==> src/lams_pkg.sv <==
// ----------------------------------------------------------------------------
// lams_pkg: shared types and constants of the LED/ADC measurement sequencer
// Item types of the request and response channels, action and register
// codes, reset values of the control registers and the step record.
// ----------------------------------------------------------------------------
`default_nettype none

package lams_pkg;

   // Fixed geometry
   localparam int CHANNELS     = 4;
   localparam int RUN_LIMIT    = 4;   // most report items one step can produce
   localparam int SCHED_MAX_DEF = 4;
   localparam int VALUE_BITS_DEF = 24;
   localparam int MEAS_W       = 24;

   // Action codes of a request item
   localparam logic [2:0] ACT_TICK    = 3'd0;
   localparam logic [2:0] ACT_START   = 3'd1;
   localparam logic [2:0] ACT_STOP    = 3'd2;
   localparam logic [2:0] ACT_MODE1   = 3'd3;
   localparam logic [2:0] ACT_MODE3   = 3'd4;
   localparam logic [2:0] ACT_RESULT  = 3'd5;
   localparam logic [2:0] ACT_COLLECT = 3'd6;

   // Control register indexes
   localparam logic [2:0] CSR_WAIT_TICKS    = 3'd0;
   localparam logic [2:0] CSR_TIMEOUT_TICKS = 3'd1;
   localparam logic [2:0] CSR_MUX_SELECT    = 3'd2;
   localparam logic [2:0] CSR_SCHED_LEN     = 3'd3;
   localparam logic [2:0] CSR_SCHED_CHAN    = 3'd4;

   // Control register reset values
   localparam logic [15:0] WAIT_TICKS_RST    = 16'd400;
   localparam logic [15:0] TIMEOUT_TICKS_RST = 16'd5000;
   localparam logic [1:0]  MUX_SELECT_RST    = 2'd0;
   localparam logic [2:0]  SCHED_LEN_RST     = 3'd4;
   localparam logic [7:0]  SCHED_CHAN_RST    = 8'd228;

   // Measurement phase
   typedef enum logic [4:0] {
      PH_WAIT    = 5'b00001,
      PH_STANDBY = 5'b00010,
      PH_MEAS    = 5'b00100,
      PH_DONE    = 5'b01000,
      PH_ERROR   = 5'b10000
   } phase_type;

   typedef struct packed {
      logic [2:0]               action;
      logic                     adc_ok;
      logic signed [MEAS_W-1:0] meas_value;
   } req_item_type;

   typedef struct packed {
      logic [2:0]               led_pins;
      logic                     adc_start_req;
      logic                     adc_stop_req;
      logic                     avg_request;
      logic                     timeout_error;
      logic                     report_valid;
      logic                     report_mode;
      logic [1:0]               report_channel;
      logic signed [MEAS_W-1:0] report_value;
      logic                     report_last;
   } rsp_item_type;

   // Everything one step produces, before it is split into items
   typedef struct packed {
      logic [2:0]                           led_pins;
      logic                                 adc_start_req;
      logic                                 adc_stop_req;
      logic                                 avg_request;
      logic                                 timeout_error;
      logic [2:0]                           rep_count;
      logic                                 rep_mode;
      logic [RUN_LIMIT-1:0][1:0]            rep_channel;
      logic [RUN_LIMIT-1:0][MEAS_W-1:0]     rep_value;
   } step_type;

   typedef struct packed {
      logic        valid;
      logic [2:0]  index;
      logic [15:0] wdata;
   } csr_write_type;

endpackage

`default_nettype wire

==> src/lams_core.sv <==
// ----------------------------------------------------------------------------
// lams_core: sequencer state and step logic
// Holds control registers and task state; while commit is high, evaluates one
// registered item per cycle, giving the step record for the response buffer.
// ----------------------------------------------------------------------------
`default_nettype none

module lams_core #(
   parameter int SCHED_MAX  = lams_pkg::SCHED_MAX_DEF,
   parameter int VALUE_BITS = lams_pkg::VALUE_BITS_DEF
) (
   input  wire logic                   clock,
   input  wire logic                   reset,
   input  wire lams_pkg::csr_write_type csr_wr,
   input  wire logic                   commit,
   input  wire lams_pkg::req_item_type item,
   output lams_pkg::step_type          step
);

   localparam int RUN_MAX = (SCHED_MAX < lams_pkg::RUN_LIMIT) ? SCHED_MAX : lams_pkg::RUN_LIMIT;

   // Control registers
   logic [15:0] wait_ticks_ff, timeout_ticks_ff;
   logic [1:0]  mux_select_ff;
   logic [2:0]  sched_len_ff;
   logic [7:0]  sched_chan_ff;

   // Task state
   logic                     running_ff, running_in;
   logic                     mode_ff, mode_in;
   lams_pkg::phase_type      phase_ff, phase_in;
   logic [15:0]              tick_ff, tick_in, tick_inc;
   logic [2:0]               idx_ff, idx_in, idx_next;
   logic                     done_ff, done_in;
   logic [lams_pkg::CHANNELS-1:0] chan_on_ff, chan_on_in;
   logic [2:0]               pin_ff, pin_in;
   logic [VALUE_BITS-1:0]    entry_ff [RUN_MAX];
   logic [VALUE_BITS-1:0]    entry_in [RUN_MAX];
   logic [VALUE_BITS-1:0]    single_ff, single_in;

   // Step helpers
   logic [2:0]  eff_len;
   logic [1:0]  cur_chan;
   logic        led_req, led_on;
   logic [1:0]  led_ch;
   logic        do_init;
   logic [VALUE_BITS-1:0] meas_store;
   logic [lams_pkg::RUN_LIMIT-1:0][lams_pkg::MEAS_W-1:0] entry_out;
   logic        want_mode;

   function automatic logic [VALUE_BITS-1:0] to_store(input logic signed [23:0] v);
      logic signed [31:0] s;
      s = 32'(v);
      return s[VALUE_BITS-1:0];
   endfunction

   function automatic logic [23:0] to_out(input logic signed [VALUE_BITS-1:0] v);
      logic signed [31:0] s;
      s = 32'(v);
      return s[23:0];
   endfunction

   // Write control registers
   always_ff @(posedge clock) begin
      if (reset) begin
         wait_ticks_ff    <= lams_pkg::WAIT_TICKS_RST;
         timeout_ticks_ff <= lams_pkg::TIMEOUT_TICKS_RST;
         mux_select_ff    <= lams_pkg::MUX_SELECT_RST;
         sched_len_ff     <= lams_pkg::SCHED_LEN_RST;
         sched_chan_ff    <= lams_pkg::SCHED_CHAN_RST;
      end else if (csr_wr.valid) begin
         unique case (csr_wr.index)
            lams_pkg::CSR_WAIT_TICKS:    wait_ticks_ff    <= csr_wr.wdata;
            lams_pkg::CSR_TIMEOUT_TICKS: timeout_ticks_ff <= csr_wr.wdata;
            lams_pkg::CSR_MUX_SELECT:    mux_select_ff    <= csr_wr.wdata[1:0];
            lams_pkg::CSR_SCHED_LEN:     sched_len_ff     <= csr_wr.wdata[2:0];
            lams_pkg::CSR_SCHED_CHAN:    sched_chan_ff    <= csr_wr.wdata[7:0];
            default: ;
         endcase
      end
   end

   // Clamp schedule length to the stored entries; zero counts as one
   always_comb begin
      eff_len = sched_len_ff;
      if (eff_len == 3'd0) eff_len = 3'd1;
      if (eff_len > 3'(RUN_MAX)) eff_len = 3'(RUN_MAX);
   end

   assign cur_chan   = sched_chan_ff[2*idx_ff[1:0] +: 2];
   assign tick_inc   = tick_ff + 16'd1;
   assign idx_next   = idx_ff + 3'd1;
   assign meas_store = to_store(item.meas_value);
   assign want_mode  = (item.action == lams_pkg::ACT_MODE3);

   // Widen stored entries to the report format
   always_comb begin
      entry_out = '0;
      for (int e = 0; e < RUN_MAX; e++) begin
         entry_out[e] = to_out(entry_ff[e]);
      end
   end

   // Evaluate one step
   always_comb begin
      running_in = running_ff;
      mode_in    = mode_ff;
      phase_in   = phase_ff;
      tick_in    = tick_ff;
      idx_in     = idx_ff;
      done_in    = done_ff;
      single_in  = single_ff;
      for (int e = 0; e < RUN_MAX; e++) entry_in[e] = entry_ff[e];
      led_req = 1'b0;
      led_on  = 1'b0;
      led_ch  = cur_chan;
      do_init = 1'b0;
      step    = '0;

      unique case (item.action) inside
         lams_pkg::ACT_TICK: begin
            if (running_ff) begin
               unique case (phase_ff)
                  lams_pkg::PH_STANDBY: begin
                     if (!mode_ff && tick_inc < wait_ticks_ff) begin
                        tick_in = tick_inc;
                        led_req = 1'b1;
                        led_on  = 1'b1;
                     end else begin
                        step.avg_request = 1'b1;
                        phase_in = lams_pkg::PH_MEAS;
                        tick_in  = '0;
                     end
                  end
                  lams_pkg::PH_MEAS: begin
                     tick_in = tick_inc;
                     if (tick_inc > timeout_ticks_ff) begin
                        step.timeout_error = 1'b1;
                        tick_in  = '0;
                        phase_in = lams_pkg::PH_ERROR;
                     end else if (done_ff) begin
                        phase_in = lams_pkg::PH_DONE;
                        done_in  = 1'b0;
                     end
                  end
                  lams_pkg::PH_DONE: begin
                     tick_in = '0;
                     if (!mode_ff) begin
                        led_req = 1'b1;
                        if (idx_next >= eff_len) begin
                           idx_in          = '0;
                           step.rep_count  = eff_len;
                           for (int k = 0; k < lams_pkg::RUN_LIMIT; k++) begin
                              step.rep_channel[k] = sched_chan_ff[2*k +: 2];
                              step.rep_value[k]   = entry_out[k];
                           end
                           for (int e = 0; e < RUN_MAX; e++) entry_in[e] = '0;
                           phase_in = lams_pkg::PH_WAIT;
                        end else begin
                           idx_in   = idx_next;
                           phase_in = lams_pkg::PH_STANDBY;
                        end
                     end else begin
                        step.rep_count    = 3'd1;
                        step.rep_mode     = 1'b1;
                        step.rep_value[0] = to_out(single_ff);
                        single_in         = '0;
                        phase_in          = lams_pkg::PH_WAIT;
                     end
                  end
                  lams_pkg::PH_ERROR: do_init = 1'b1;
                  default: ;
               endcase
            end
         end
         lams_pkg::ACT_START: begin
            if (!running_ff) begin
               step.adc_start_req = 1'b1;
               if (item.adc_ok) running_in = 1'b1;
            end
         end
         lams_pkg::ACT_STOP: begin
            step.adc_stop_req = running_ff;
            do_init = 1'b1;
         end
         lams_pkg::ACT_MODE1, lams_pkg::ACT_MODE3: begin
            if (mode_ff != want_mode) begin
               step.adc_stop_req = 1'b1;
               do_init = 1'b1;
            end
         end
         lams_pkg::ACT_RESULT: begin
            done_in = 1'b1;
            if (!mode_ff) begin
               for (int e = 0; e < RUN_MAX; e++) begin
                  if (idx_ff == 3'(e)) entry_in[e] = meas_store;
               end
            end else begin
               single_in = meas_store;
            end
         end
         lams_pkg::ACT_COLLECT: phase_in = lams_pkg::PH_DONE;
         default: ;
      endcase

      // Drive one LED channel; a repeated request leaves the pin alone
      chan_on_in = chan_on_ff;
      pin_in     = pin_ff;
      if (led_req && chan_on_ff[led_ch] != led_on) begin
         chan_on_in[led_ch] = led_on;
         if (led_ch != 2'd3) begin
            pin_in[led_ch] = led_on;
         end else if (mux_select_ff != 2'd0) begin
            pin_in[mux_select_ff - 2'd1] = led_on;
         end
      end

      // Reinitialize the task
      if (do_init) begin
         running_in = 1'b0;
         mode_in    = 1'b0;
         phase_in   = lams_pkg::PH_WAIT;
         tick_in    = '0;
         idx_in     = '0;
         done_in    = 1'b0;
         chan_on_in = '0;
         pin_in     = '0;
         single_in  = '0;
         for (int e = 0; e < RUN_MAX; e++) entry_in[e] = '0;
      end

      // Mode start: switch mode after reinit, then go to standby if running
      if ((item.action == lams_pkg::ACT_MODE1 || item.action == lams_pkg::ACT_MODE3)) begin
         if (mode_ff != want_mode) begin
            running_in = 1'b1;
            mode_in    = want_mode;
         end
         if (running_in) phase_in = lams_pkg::PH_STANDBY;
      end

      step.led_pins = pin_in;
   end

   // Advance state on each committed item
   always_ff @(posedge clock) begin
      if (reset) begin
         running_ff <= 1'b0;
         mode_ff    <= 1'b0;
         phase_ff   <= lams_pkg::PH_WAIT;
         tick_ff    <= '0;
         idx_ff     <= '0;
         done_ff    <= 1'b0;
         chan_on_ff <= '0;
         pin_ff     <= '0;
         single_ff  <= '0;
         for (int e = 0; e < RUN_MAX; e++) entry_ff[e] <= '0;
      end else if (commit) begin
         running_ff <= running_in;
         mode_ff    <= mode_in;
         phase_ff   <= phase_in;
         tick_ff    <= tick_in;
         idx_ff     <= idx_in;
         done_ff    <= done_in;
         chan_on_ff <= chan_on_in;
         pin_ff     <= pin_in;
         single_ff  <= single_in;
         for (int e = 0; e < RUN_MAX; e++) entry_ff[e] <= entry_in[e];
      end
   end

endmodule

`default_nettype wire

==> src/lams_rsp_buf.sv <==
// ----------------------------------------------------------------------------
// lams_rsp_buf: response buffer and item splitter
// Two-entry buffer of step records; the head record is sent as one item,
// or as one item per report when the step carries reports.
// ----------------------------------------------------------------------------
`default_nettype none

module lams_rsp_buf (
   input  wire logic                clock,
   input  wire logic                reset,
   input  wire logic                push,
   input  wire lams_pkg::step_type  push_step,
   output logic                     full,
   output logic                     rsp_valid,
   input  wire logic                rsp_stall,
   output lams_pkg::rsp_item_type   rsp_item
);

   lams_pkg::step_type slot_ff [2];
   logic       wr_ptr_ff, wr_ptr_in;
   logic       rd_ptr_ff, rd_ptr_in;
   logic [1:0] count_ff, count_in;
   logic [1:0] item_ff, item_in;
   logic       take, pop;
   logic [2:0] n_items;
   lams_pkg::step_type head;

   assign head      = slot_ff[rd_ptr_ff];
   assign full      = (count_ff == 2'd2);
   assign rsp_valid = (count_ff != 2'd0);
   assign take      = rsp_valid && !rsp_stall;
   assign n_items   = (head.rep_count == 3'd0) ? 3'd1 : head.rep_count;
   assign pop       = take && (3'({1'b0, item_ff}) + 3'd1 == n_items);

   // Build the outgoing item from the head record
   always_comb begin
      rsp_item = '0;
      rsp_item.led_pins      = head.led_pins;
      rsp_item.adc_start_req = head.adc_start_req;
      rsp_item.adc_stop_req  = head.adc_stop_req;
      rsp_item.avg_request   = head.avg_request;
      rsp_item.timeout_error = head.timeout_error;
      rsp_item.report_last   = (3'({1'b0, item_ff}) + 3'd1 == n_items);
      if (head.rep_count != 3'd0) begin
         rsp_item.report_valid   = 1'b1;
         rsp_item.report_mode    = head.rep_mode;
         rsp_item.report_channel = head.rep_channel[item_ff];
         rsp_item.report_value   = head.rep_value[item_ff];
      end
   end

   // Advance pointers and the item index
   always_comb begin
      wr_ptr_in = push ? ~wr_ptr_ff : wr_ptr_ff;
      rd_ptr_in = pop ? ~rd_ptr_ff : rd_ptr_ff;
      count_in  = count_ff + {1'b0, push} - {1'b0, pop};
      item_in   = pop ? 2'd0 : (take ? item_ff + 2'd1 : item_ff);
   end

   always_ff @(posedge clock) begin
      if (reset) begin
         wr_ptr_ff <= 1'b0;
         rd_ptr_ff <= 1'b0;
         count_ff  <= 2'd0;
         item_ff   <= 2'd0;
      end else begin
         wr_ptr_ff <= wr_ptr_in;
         rd_ptr_ff <= rd_ptr_in;
         count_ff  <= count_in;
         item_ff   <= item_in;
      end
   end

   // Store pushed records
   always_ff @(posedge clock) begin
      if (push) slot_ff[wr_ptr_ff] <= push_step;
   end

endmodule

`default_nettype wire

==> src/led_adc_measurement_sequencer.sv <==
// ----------------------------------------------------------------------------
// led_adc_measurement_sequencer: tick-driven LED/ADC measurement sequencer
// Top level: input register, step logic and response buffer.
// ----------------------------------------------------------------------------
// Each request item (tick, start, stop, mode start, result, collect done) is
// taken into an input register and evaluated from there once the response
// buffer has room; a new item can be taken every cycle unless the buffer is
// full and the input register still holds an item. A step gives one response
// item, or one item per schedule entry (up to four) when a schedule run ends;
// a two-step buffer lets the request side keep going while a response waits.
// Control registers are written through the csr port, which is always ready;
// write them only while no item is in flight: the block does not enforce it.
`default_nettype none

module led_adc_measurement_sequencer #(
   parameter int SCHED_MAX  = lams_pkg::SCHED_MAX_DEF,
   parameter int VALUE_BITS = lams_pkg::VALUE_BITS_DEF
) (
   input  wire logic                   clock,
   input  wire logic                   reset,
   input  wire logic                   req_valid,
   output logic                        req_stall,
   input  wire lams_pkg::req_item_type req_item,
   output logic                        rsp_valid,
   input  wire logic                   rsp_stall,
   output lams_pkg::rsp_item_type      rsp_item,
   input  wire logic                   csr_valid,
   output logic                        csr_ready,
   input  wire logic [2:0]             csr_index,
   input  wire logic [15:0]            csr_wdata
);

   lams_pkg::req_item_type  in_ff;
   logic                    in_valid_ff, in_valid_in;
   logic                    buf_full, commit, req_take;
   lams_pkg::step_type      step;
   lams_pkg::csr_write_type csr_wr;

   assign csr_ready    = 1'b1;
   assign csr_wr.valid = csr_valid && csr_ready;
   assign csr_wr.index = csr_index;
   assign csr_wr.wdata = csr_wdata;

   // Hold the input register while the response buffer is full
   assign commit    = in_valid_ff && !buf_full;
   assign req_stall = in_valid_ff && buf_full;
   assign req_take  = req_valid && !req_stall;
   assign in_valid_in = req_take ? 1'b1 : (commit ? 1'b0 : in_valid_ff);

   always_ff @(posedge clock) begin
      if (reset) begin
         in_valid_ff <= 1'b0;
      end else begin
         in_valid_ff <= in_valid_in;
      end
   end

   always_ff @(posedge clock) begin
      if (req_take) in_ff <= req_item;
   end

   lams_core #(
      .SCHED_MAX  (SCHED_MAX),
      .VALUE_BITS (VALUE_BITS)
   ) u_core (
      .clock  (clock),
      .reset  (reset),
      .csr_wr (csr_wr),
      .commit (commit),
      .item   (in_ff),
      .step   (step)
   );

   lams_rsp_buf u_rsp_buf (
      .clock     (clock),
      .reset     (reset),
      .push      (commit),
      .push_step (step),
      .full      (buf_full),
      .rsp_valid (rsp_valid),
      .rsp_stall (rsp_stall),
      .rsp_item  (rsp_item)
   );

   // A step without reports is a single item
   a_plain_single: assert property (@(posedge clock) disable iff (reset)
      rsp_valid && !rsp_item.report_valid |-> rsp_item.report_last)
      else $error("plain step item not marked last");

   // A taken item that is not last is followed by more of the same step
   a_run_continues: assert property (@(posedge clock) disable iff (reset)
      rsp_valid && !rsp_stall && !rsp_item.report_last |=> rsp_valid)
      else $error("report run broken off");

   // A mode 3 report is one item
   a_mode3_single: assert property (@(posedge clock) disable iff (reset)
      rsp_valid && rsp_item.report_valid && rsp_item.report_mode
      |-> rsp_item.report_last)
      else $error("mode 3 report spans several items");

   // Timeout and reports come from different phases
   a_timeout_no_report: assert property (@(posedge clock) disable iff (reset)
      rsp_valid && rsp_item.timeout_error |-> !rsp_item.report_valid)
      else $error("timeout together with a report");

endmodule

`default_nettype wire

==> config.mk <==
export PLATFORM = sky130hd
export DESIGN_NAME = led_adc_measurement_sequencer
export DESIGN_NICKNAME = d
export VERILOG_FILES = /design/src/lams_pkg.sv /design/src/lams_core.sv /design/src/lams_rsp_buf.sv /design/src/led_adc_measurement_sequencer.sv
export SDC_FILE = /design/constraint.sdc
export NUM_CORES = 1
export LEC_CHECK = 0
export ABC_AREA = 1
export BUFFER_PORTS_ARGS = -buffer_cell sky130_fd_sc_hd__buf_2
export CORE_ASPECT_RATIO = 0.9
export CORE_UTILIZATION = 55
export CTS_CLUSTER_SIZE = 24
export DETAILED_ROUTE_END_ITERATION = 6
export GPL_TIMING_DRIVEN = 0
export HOLD_SLACK_MARGIN = 0.15
export PLACE_DENSITY = 0.75
export REMOVE_ABC_BUFFERS = 1
export SETUP_SLACK_MARGIN = 0.4
export SYNTH_ARGS = -nofsm -noshare
export SYNTH_HDL_FRONTEND = slang
export SYNTH_SLANG_ARGS = --single-unit
export TNS_END_PERCENT = 10
==> constraint.sdc <==
create_clock -name clock -period 6 [get_ports clock]
set_input_delay 0.3 -clock clock [delete_from_list [all_inputs] [get_ports clock]]
set_output_delay 0.3 -clock clock [all_outputs]
set_load 0.005 [all_outputs]
==> results of run 1 <==
-- what timing repair did --
item | 4_1_cts | 5_1_grt
hold endpoints to repair | 76 | 0
hold buffers | 49 | 0
setup endpoints to repair | 0 | 0
-- flip-flops by register name (all words and copies together), names as in the netlist, 4 cells and up, named ones only --
signal / flops
u_rsp_buf.slot_ff: 230
u_core.entry_ff: 96
in_ff: 28
u_core.single_ff: 24
u_core.tick_ff: 16
u_core.timeout_ticks_ff: 16
u_core.wait_ticks_ff: 16
u_core.sched_chan_ff: 8
u_core.phase_ff: 5
u_core.chan_on_ff: 4
-- metal layers --
layer	global-route usage [%]	part of all wire, %
met1	29.4	40
met2	47.2	52
met3	3.48	5.5
met4	7.76	2.2
met5	0	0
-- cell usage in the layout (no fill, tap or decap), types with 4 or more instances in the layout --
cell type,synthesis,routed
edfxtp_1,354,354
nor2_1,360,353
nand2_1,253,253
o21ai_0,241,241
inv_1,216,212
a21oi_1,110,110
dfxtp_1,111,109
buf_2,5,89
dlygate4sd3_1,0,49
clkbuf_16,0,46
nand3_1,47,45
ha_1,43,43
o22ai_1,29,29
a31oi_1,27,27
o211ai_1,13,13
buf_12,0,13
clkinv_2,0,12
nor2_4,2,9
xor2_1,9,9
clkbuf_8,0,9
nand4_1,8,8
clkbuf_1,78,8
inv_2,5,7
xnor2_1,7,7
buf_16,0,7
clkinv_1,3,6
nor3_1,6,6
nand3_2,3,4
-- layout make-up --
class	instances	area (µm²)
Inverter	224	848
Tap cell	469	587
Timing Repair Buffer	160	1410
Fill cell	2662	12200
Clock buffer	63	1310
Clock inverter	22	193
Multi-Input combinational cell	1187	5880
Sequential cell	465	12900
-- worst max-delay path by stage --
stage / endpoint / slack [ns] / cells after the start
floorplan: u_rsp_buf.slot_ff[1][0] / 0.005 / 4
global route: u_core.pin_ff[1] / 1.35 / 24
CTS: u_core.pin_ff[1] / 1.93 / 24
detailed placement: u_rsp_buf.slot_ff[1][113] / 1.94 / 22
global placement: u_rsp_buf.slot_ff[1][37] / -2.88 / 4
finish: u_rsp_buf.slot_ff[0][114] / 1.78 / 18
-- worst max-delay path, delay by kind of cell (launching register included) --
| family | cells | cell delay, ns |
|---|---|---|
| AND/OR/NAND/NOR | 13 | 2.19 |
| flip-flops | 1 | 0.43 |
| adder cells (fa/ha/maj) | 1 | 0.31 |
| AO/OA/AOI/OAI | 3 | 0.82 |
| XOR/XNOR | 1 | 0.27 |
-- power by group --
group          switching [µW]  internal [µW]
registers                62.1           3600
logic                     374            199
clock network            1210           1620
-- metrics by stage --
step	TNS, ns	hold slack, ns
global route	0	0.259
detailed placement	0	0.453
finish	0	0.204
floorplan	0	0.369
CTS	0	0.189
global placement	-803.01	0.442
-- cells in the mapped netlist (all sizes together) (2+ instances only) --
library cell  count  share of area (%)
nor2            364                7.0
edfxtp          354                 53
nand2           255                4.8
o21ai           244                6.2
inv             221                4.2
a21oi           111                2.9
dfxtp           111                 11
clkbuf           78                1.5
nand3            50                1.3
ha               43                2.7
o22ai            29               0.91
a31oi            27               0.85
buf              15               0.50
o211ai           13               0.49
xor2              9               0.40
nand4             8               0.25
nor3              8               0.25
xnor2             7               0.31
a211oi            3               0.11
clkinv            3              0.057
mux2i             3               0.15
nor4              3               0.17
a22oi             2              0.075
and2              2              0.063
-- kinds of logic (layout without fill, tap and decap cells) --
kind of cell	after synthesis	after routing	share of synthesized area, %
other	1	1	0.0189
and+or+nand+nor	692	692	14.0
xor gates and xnor gates	16	16	0.705
adders and majority gates	43	43	2.71
buffers and inverters	317	469	6.20
DFF	465	465	64.6
muxes	3	3	0.151
AOI/OAI and AO/OA	432	432	11.6
==> impl_metrics.yaml, run 1 <==
drt:
  vias: 14300
  routed_wl_um: 46000
  wire_per_inst_um: 17.8
  drc: 0
  ant_nets: 0
  viasPerCell: 5.51
  firstDrtPassIters: 5
  drt_iter0_markers: 1159
yosys:
  syn_area_um2: 19900
  async_flop_share_pct: 0
  synthCells: 1969
  ys_seq_elements: 465
  ys_types: 44
  synth_edf_count: 354
  yosys_warnings: 0
  avgSynthCellArea_um2: 10.1
  synthFlopType: "edfxtp_1"
  synth-seq-area-share_pct: 64.6
finish:
  fin_util_pct: 65.4
  syn_to_final_growth_pct: 16.1
  nets: 2179
  fin_area_um2: 23100
  layout-drive-gt1-share_pct: 10.4
  antenna_cells: 0
  final_cell_count_no_fill: 2590
run:
  drv_cap: 0
cts:
  cts_root_buffer: "clkbuf_16"
  ctsResizeCount: 0
  clk_latency_ns: 0.56
  cts_max_level: 2
  cts.clk_slew.worst_paths_ns: 0.06
  clockBufferDepth: 3
  cts_tree: "yes"
  cts_setup_buffers: 0
  clock_sinks: 465
  tritoncts.num_buffers: 46
global_routing:
  gr-total-overflow: 0
  grtUsageTotal_pct: 25.1
  grt_max_degree: 93
  first_global_vias: 14400
  antenna_found_initial: 0
  grt_pass1_wl_um: 72600
floorplan:
  start_util_pct: 56.3
  core_um2: 35300
  io_pins: 91
  die_y_um: 182
  rows: 65
  die_x_um: 202
  dieArea_um2: 36900
timing:
  maxSlewViolCount: 0
  setup_viol: 0
  period_share_pct: 70.3
  slew_headroom_pct: 7.43
  fin_crit_ns: 4.22
  fmax_ghz: 0.237
  tightestPinTransition_ns: 1.37
  worst_slack_ns: 1.78
  hold_violations: 0
  rsz0062_at_grt: "false"
  fin_worst_skew_ns: 0.0198
worst_setup_path:
  crit_chain: "nand3_1 > nor3_1 > nand3_1 > nor2_1 > nand3_1 > nor2_1 > nand3_1 > xnor2_1 > ha_1 > nand2_1 > nand2_1 > nor2_1 > nand2_1 > a21oi_1 > nand3_1 > a21oi_1 > nand2_1 > o21ai_0"
  required_ns: 6.34
  startpoint_type: "register"
  cp_slowest_cell: "dfxtp_1"
  crit_start: "u_core.tick_ff[0]"
  worstPathMaxFanout: 8
  r2r-start: "u_core.tick_ff[0]"
  end_kind: "register"
  reg2regPathDepth: 18
  crit_path_max_incr_delay_ns: 0.43
  crit_path_frequent_cell: "nand3_1"
  r2r_slack_ns: 1.78
  criticalPathCategory: "reg -> reg"
  crit_arrival_ns: 4.56
  timing.rr.end: "u_rsp_buf.slot_ff[0][114]"
placement:
  dpl_cell_area_um2: 21100
  port_buffers: 89
  routabilityCongestion: 0.851
  placement.setup.worst_slack_ns: 1.94
  dp_cells: 2456
  dp_hpwl_um: 27000
power_and_ir_drop:
  total_power_uw: 7070
  powerDensity_nw_per_um2: 306
  ir_worst_vdd_uv: 214
  p_leak_uw: 0.00909
min_path:
  hp-start: "csr_index[1]"
  hold_path_class: "in -> reg"
  hold_depth: 4
  holdPathEnd: "u_core.sched_len_ff[2]"
run_status:
  outcome: "completed"
Power figures use the tool's default switching activity.
==> run 2, diff against run 1 <==
==> constraint.sdc (replaced) <==
create_clock -name clock -period 3.4 [get_ports clock]
set_input_delay 0.17 -clock clock [delete_from_list [all_inputs] [get_ports clock]]
set_output_delay 0.17 -clock clock [all_outputs]
set_load 0.005 [all_outputs]
==> run 2 against run 1 <==
Sequential share of layout area decreased by 1.8 points; fmax increased by 23%; register-to-register slack got worse by 1.8 ns; the flow now finishes with violations (design-rule violations, negative setup slack); final cell count grew 1.5%; non-clock buffer count is 37 higher; setup slack worse by 1.8 ns; global-route usage rose by 0.63 points; critical endpoint is now u_core.tick_ff[10]; hold slack improved by 0.11 ns.
==> impl_metrics.yaml, run 2 (synthesis gave the netlist of run 1 again) <==
worst_setup_path:
  startpoint_type: "register"
  crit_arrival_ns: 3.92
  worstPathMaxFanout: 8
  criticalPathCategory: "reg -> reg"
  required_ns: 3.88
  r2r-start: "u_core.tick_ff[0]"
  timing.rr.end: "u_core.tick_ff[10]"
  r2r_slack_ns: -0.04
  reg2regPathDepth: 21
  end_kind: "register"
floorplan:
  dieArea_um2: 36900
  start_util_pct: 56.3
  rows: 65
  io_pins: 91
  die_x_um: 202
  die_y_um: 182
  core_um2: 35300
finish:
  fin_area_um2: 23900
  layout-drive-gt1-share_pct: 15.5
  layout_commonest_cell: "edfxtp_1"
  syn_to_final_growth_pct: 20.1
  final_cell_mix: "edfxtp_1 (354), nor2_1 (341), nand2_1 (238)"
  fin_util_pct: 67.6
  regMostFlops: "u_rsp_buf.slot_ff"
  largest_register_ffs: 230
  largestRegisters: "u_rsp_buf.slot_ff x230, u_core.entry_ff x96, in_ff x28"
  antenna_cells: 0
  nets: 2217
drt:
  viasPerCell: 5.58
  routed_wl_um: 47900
  firstDrtPassIters: 7
  ant_nets: 0
  vias: 14700
  drt_iter0_markers: 1245
  drc: 1
  wire_per_inst_um: 18.2
global_routing:
  grtUsageTotal_pct: 25.7
  antenna_found_initial: 0
  grt_pass1_wl_um: 74300
  grt_max_degree: 93
  first_global_vias: 14800
  gr-total-overflow: 0
cts:
  cts_max_level: 2
  clockBufferDepth: 3
  cts_root_buffer: "clkbuf_16"
  cts.clk_slew.worst_paths_ns: 0.06
  clock_sinks: 465
  tritoncts.num_buffers: 46
  clk_latency_ns: 0.56
  cts_tree: "yes"
timing:
  period_share_pct: 101
  setup_viol: 16
  fin_crit_ns: 3.44
  fin_worst_skew_ns: 0.0192
  hold_violations: 0
  tightestPinTransition_ns: 0.964
  rsz0062_at_grt: "true"
  fmax_ghz: 0.291
  worst_slack_ns: -0.0422
  maxSlewViolCount: 0
  tns_ns: -0.362
  slew_headroom_pct: 35.7
placement:
  dpl_cell_area_um2: 21100
  routabilityCongestion: 0.851
  dp_hpwl_um: 27000
  port_buffers: 89
  placement.setup.worst_slack_ns: -0.656
min_path:
  holdPathEnd: "in_ff[3]"
  hp-start: "req_item[3]"
  hold_path_class: "in -> reg"
  hold_depth: 2
run_status:
  outcome: "finished with violations"
  violations: "design-rule violations, negative setup slack"
power_and_ir_drop:
  powerDensity_nw_per_um2: 524
  p_leak_uw: 0.00943
  total_power_uw: 12500
  ir_worst_vdd_uv: 381
run:
  drv_cap: 0
[run 2: cell count changes in the layout (fill, tap and decap cells not counted), moves of 15 or more]
cell / before / now
o21ai_0: 241 / 206
buf_4: 1 / 23
o21ai_1: 1 / 19
o21ai_2: 1 / 17
nand2_1: 253 / 238
nand3_1: 45 / 30
[run 2: critical path, cell delays in order, from the launching register on]
cell,delay [ns]
dfxtp_4,0.37
buf_4,0.12
nand3_2,0.10
nor3_4,0.18
nand3_2,0.12
nor2_2,0.14
nand3_2,0.10
nor2_1,0.12
nand3_1,0.15
xnor2_2,0.24
ha_1,0.30
nand2_1,0.09
nand2_1,0.05
nor2_1,0.12
nand2_2,0.10
a21oi_4,0.20
buf_6,0.14
nand3_2,0.08
a21oi_4,0.26
clkbuf_16,0.21
nand2_1,0.06
a21oi_2,0.11
[run 2: worst max-delay path by stage]
stage | startpoint | cells past startpoint | slack [ns] | to
after global placement | u_rsp_buf.count_ff[0] | 4 | -5.48 | u_rsp_buf.slot_ff[1][37]
after floorplan | u_rsp_buf.count_ff[0] | 4 | -2.59 | u_rsp_buf.slot_ff[1][0]
after detailed placement | u_core.tick_ff[0] | 22 | -0.66 | u_rsp_buf.slot_ff[1][113]
final | u_core.tick_ff[0] | 21 | -0.04 | u_core.tick_ff[10]
after CTS | u_core.tick_ff[1] | 25 | 0.05 | u_core.tick_ff[13]
after global routing | u_core.tick_ff[1] | 22 | -0.24 | u_core.chan_on_ff[2]
[run 2: repair_timing]
action | 4_1_cts | 5_1_grt
endpoints found under the setup margin | 330 | 300
hold buffers | 58 | 0
pin swaps | 27 | 31
gates cloned | 1 | 1
buffers inserted | 22 | 5
endpoints found under the hold margin | 79 | 0
resized for setup | 62 | 81
[run 2: stage by stage]
step,hold WS (ns),instances
after floorplan,0.239,1876
after global placement,0.347,2434
after detailed placement,0.349,2456
after CTS,0.292,2622
after global routing,0.304,2628
final,0.317,2628
[run 2: area by class of cell]
cell class	instances	area [µm²]
Sequential cell	465	12900
Fill cell	2547	11400
Multi-Input combinational cell	1188	6310
Timing Repair Buffer	197	1760
Clock buffer	63	1310
Inverter	224	856
Tap cell	469	587
Clock inverter	22	193
[run 2: layer usage]
layer  part of all wire, %  GRT usage (%)
met2                    52           47.6
met3                   6.3           3.77
met5                     0              0
met4                   3.2           10.0
met1                    38           29.8
[run 2: power by group]
group | total (µW) | switching (µW) | internal (µW) | leakage [µW]
Sequential | 6460 | 111 | 6350 | 0.00447
Combinational | 1060 | 691 | 373 | 0.00422
Clock | 5000 | 2140 | 2860 | 0.000743
Total | 12500 | 2940 | 9580 | 0.00943
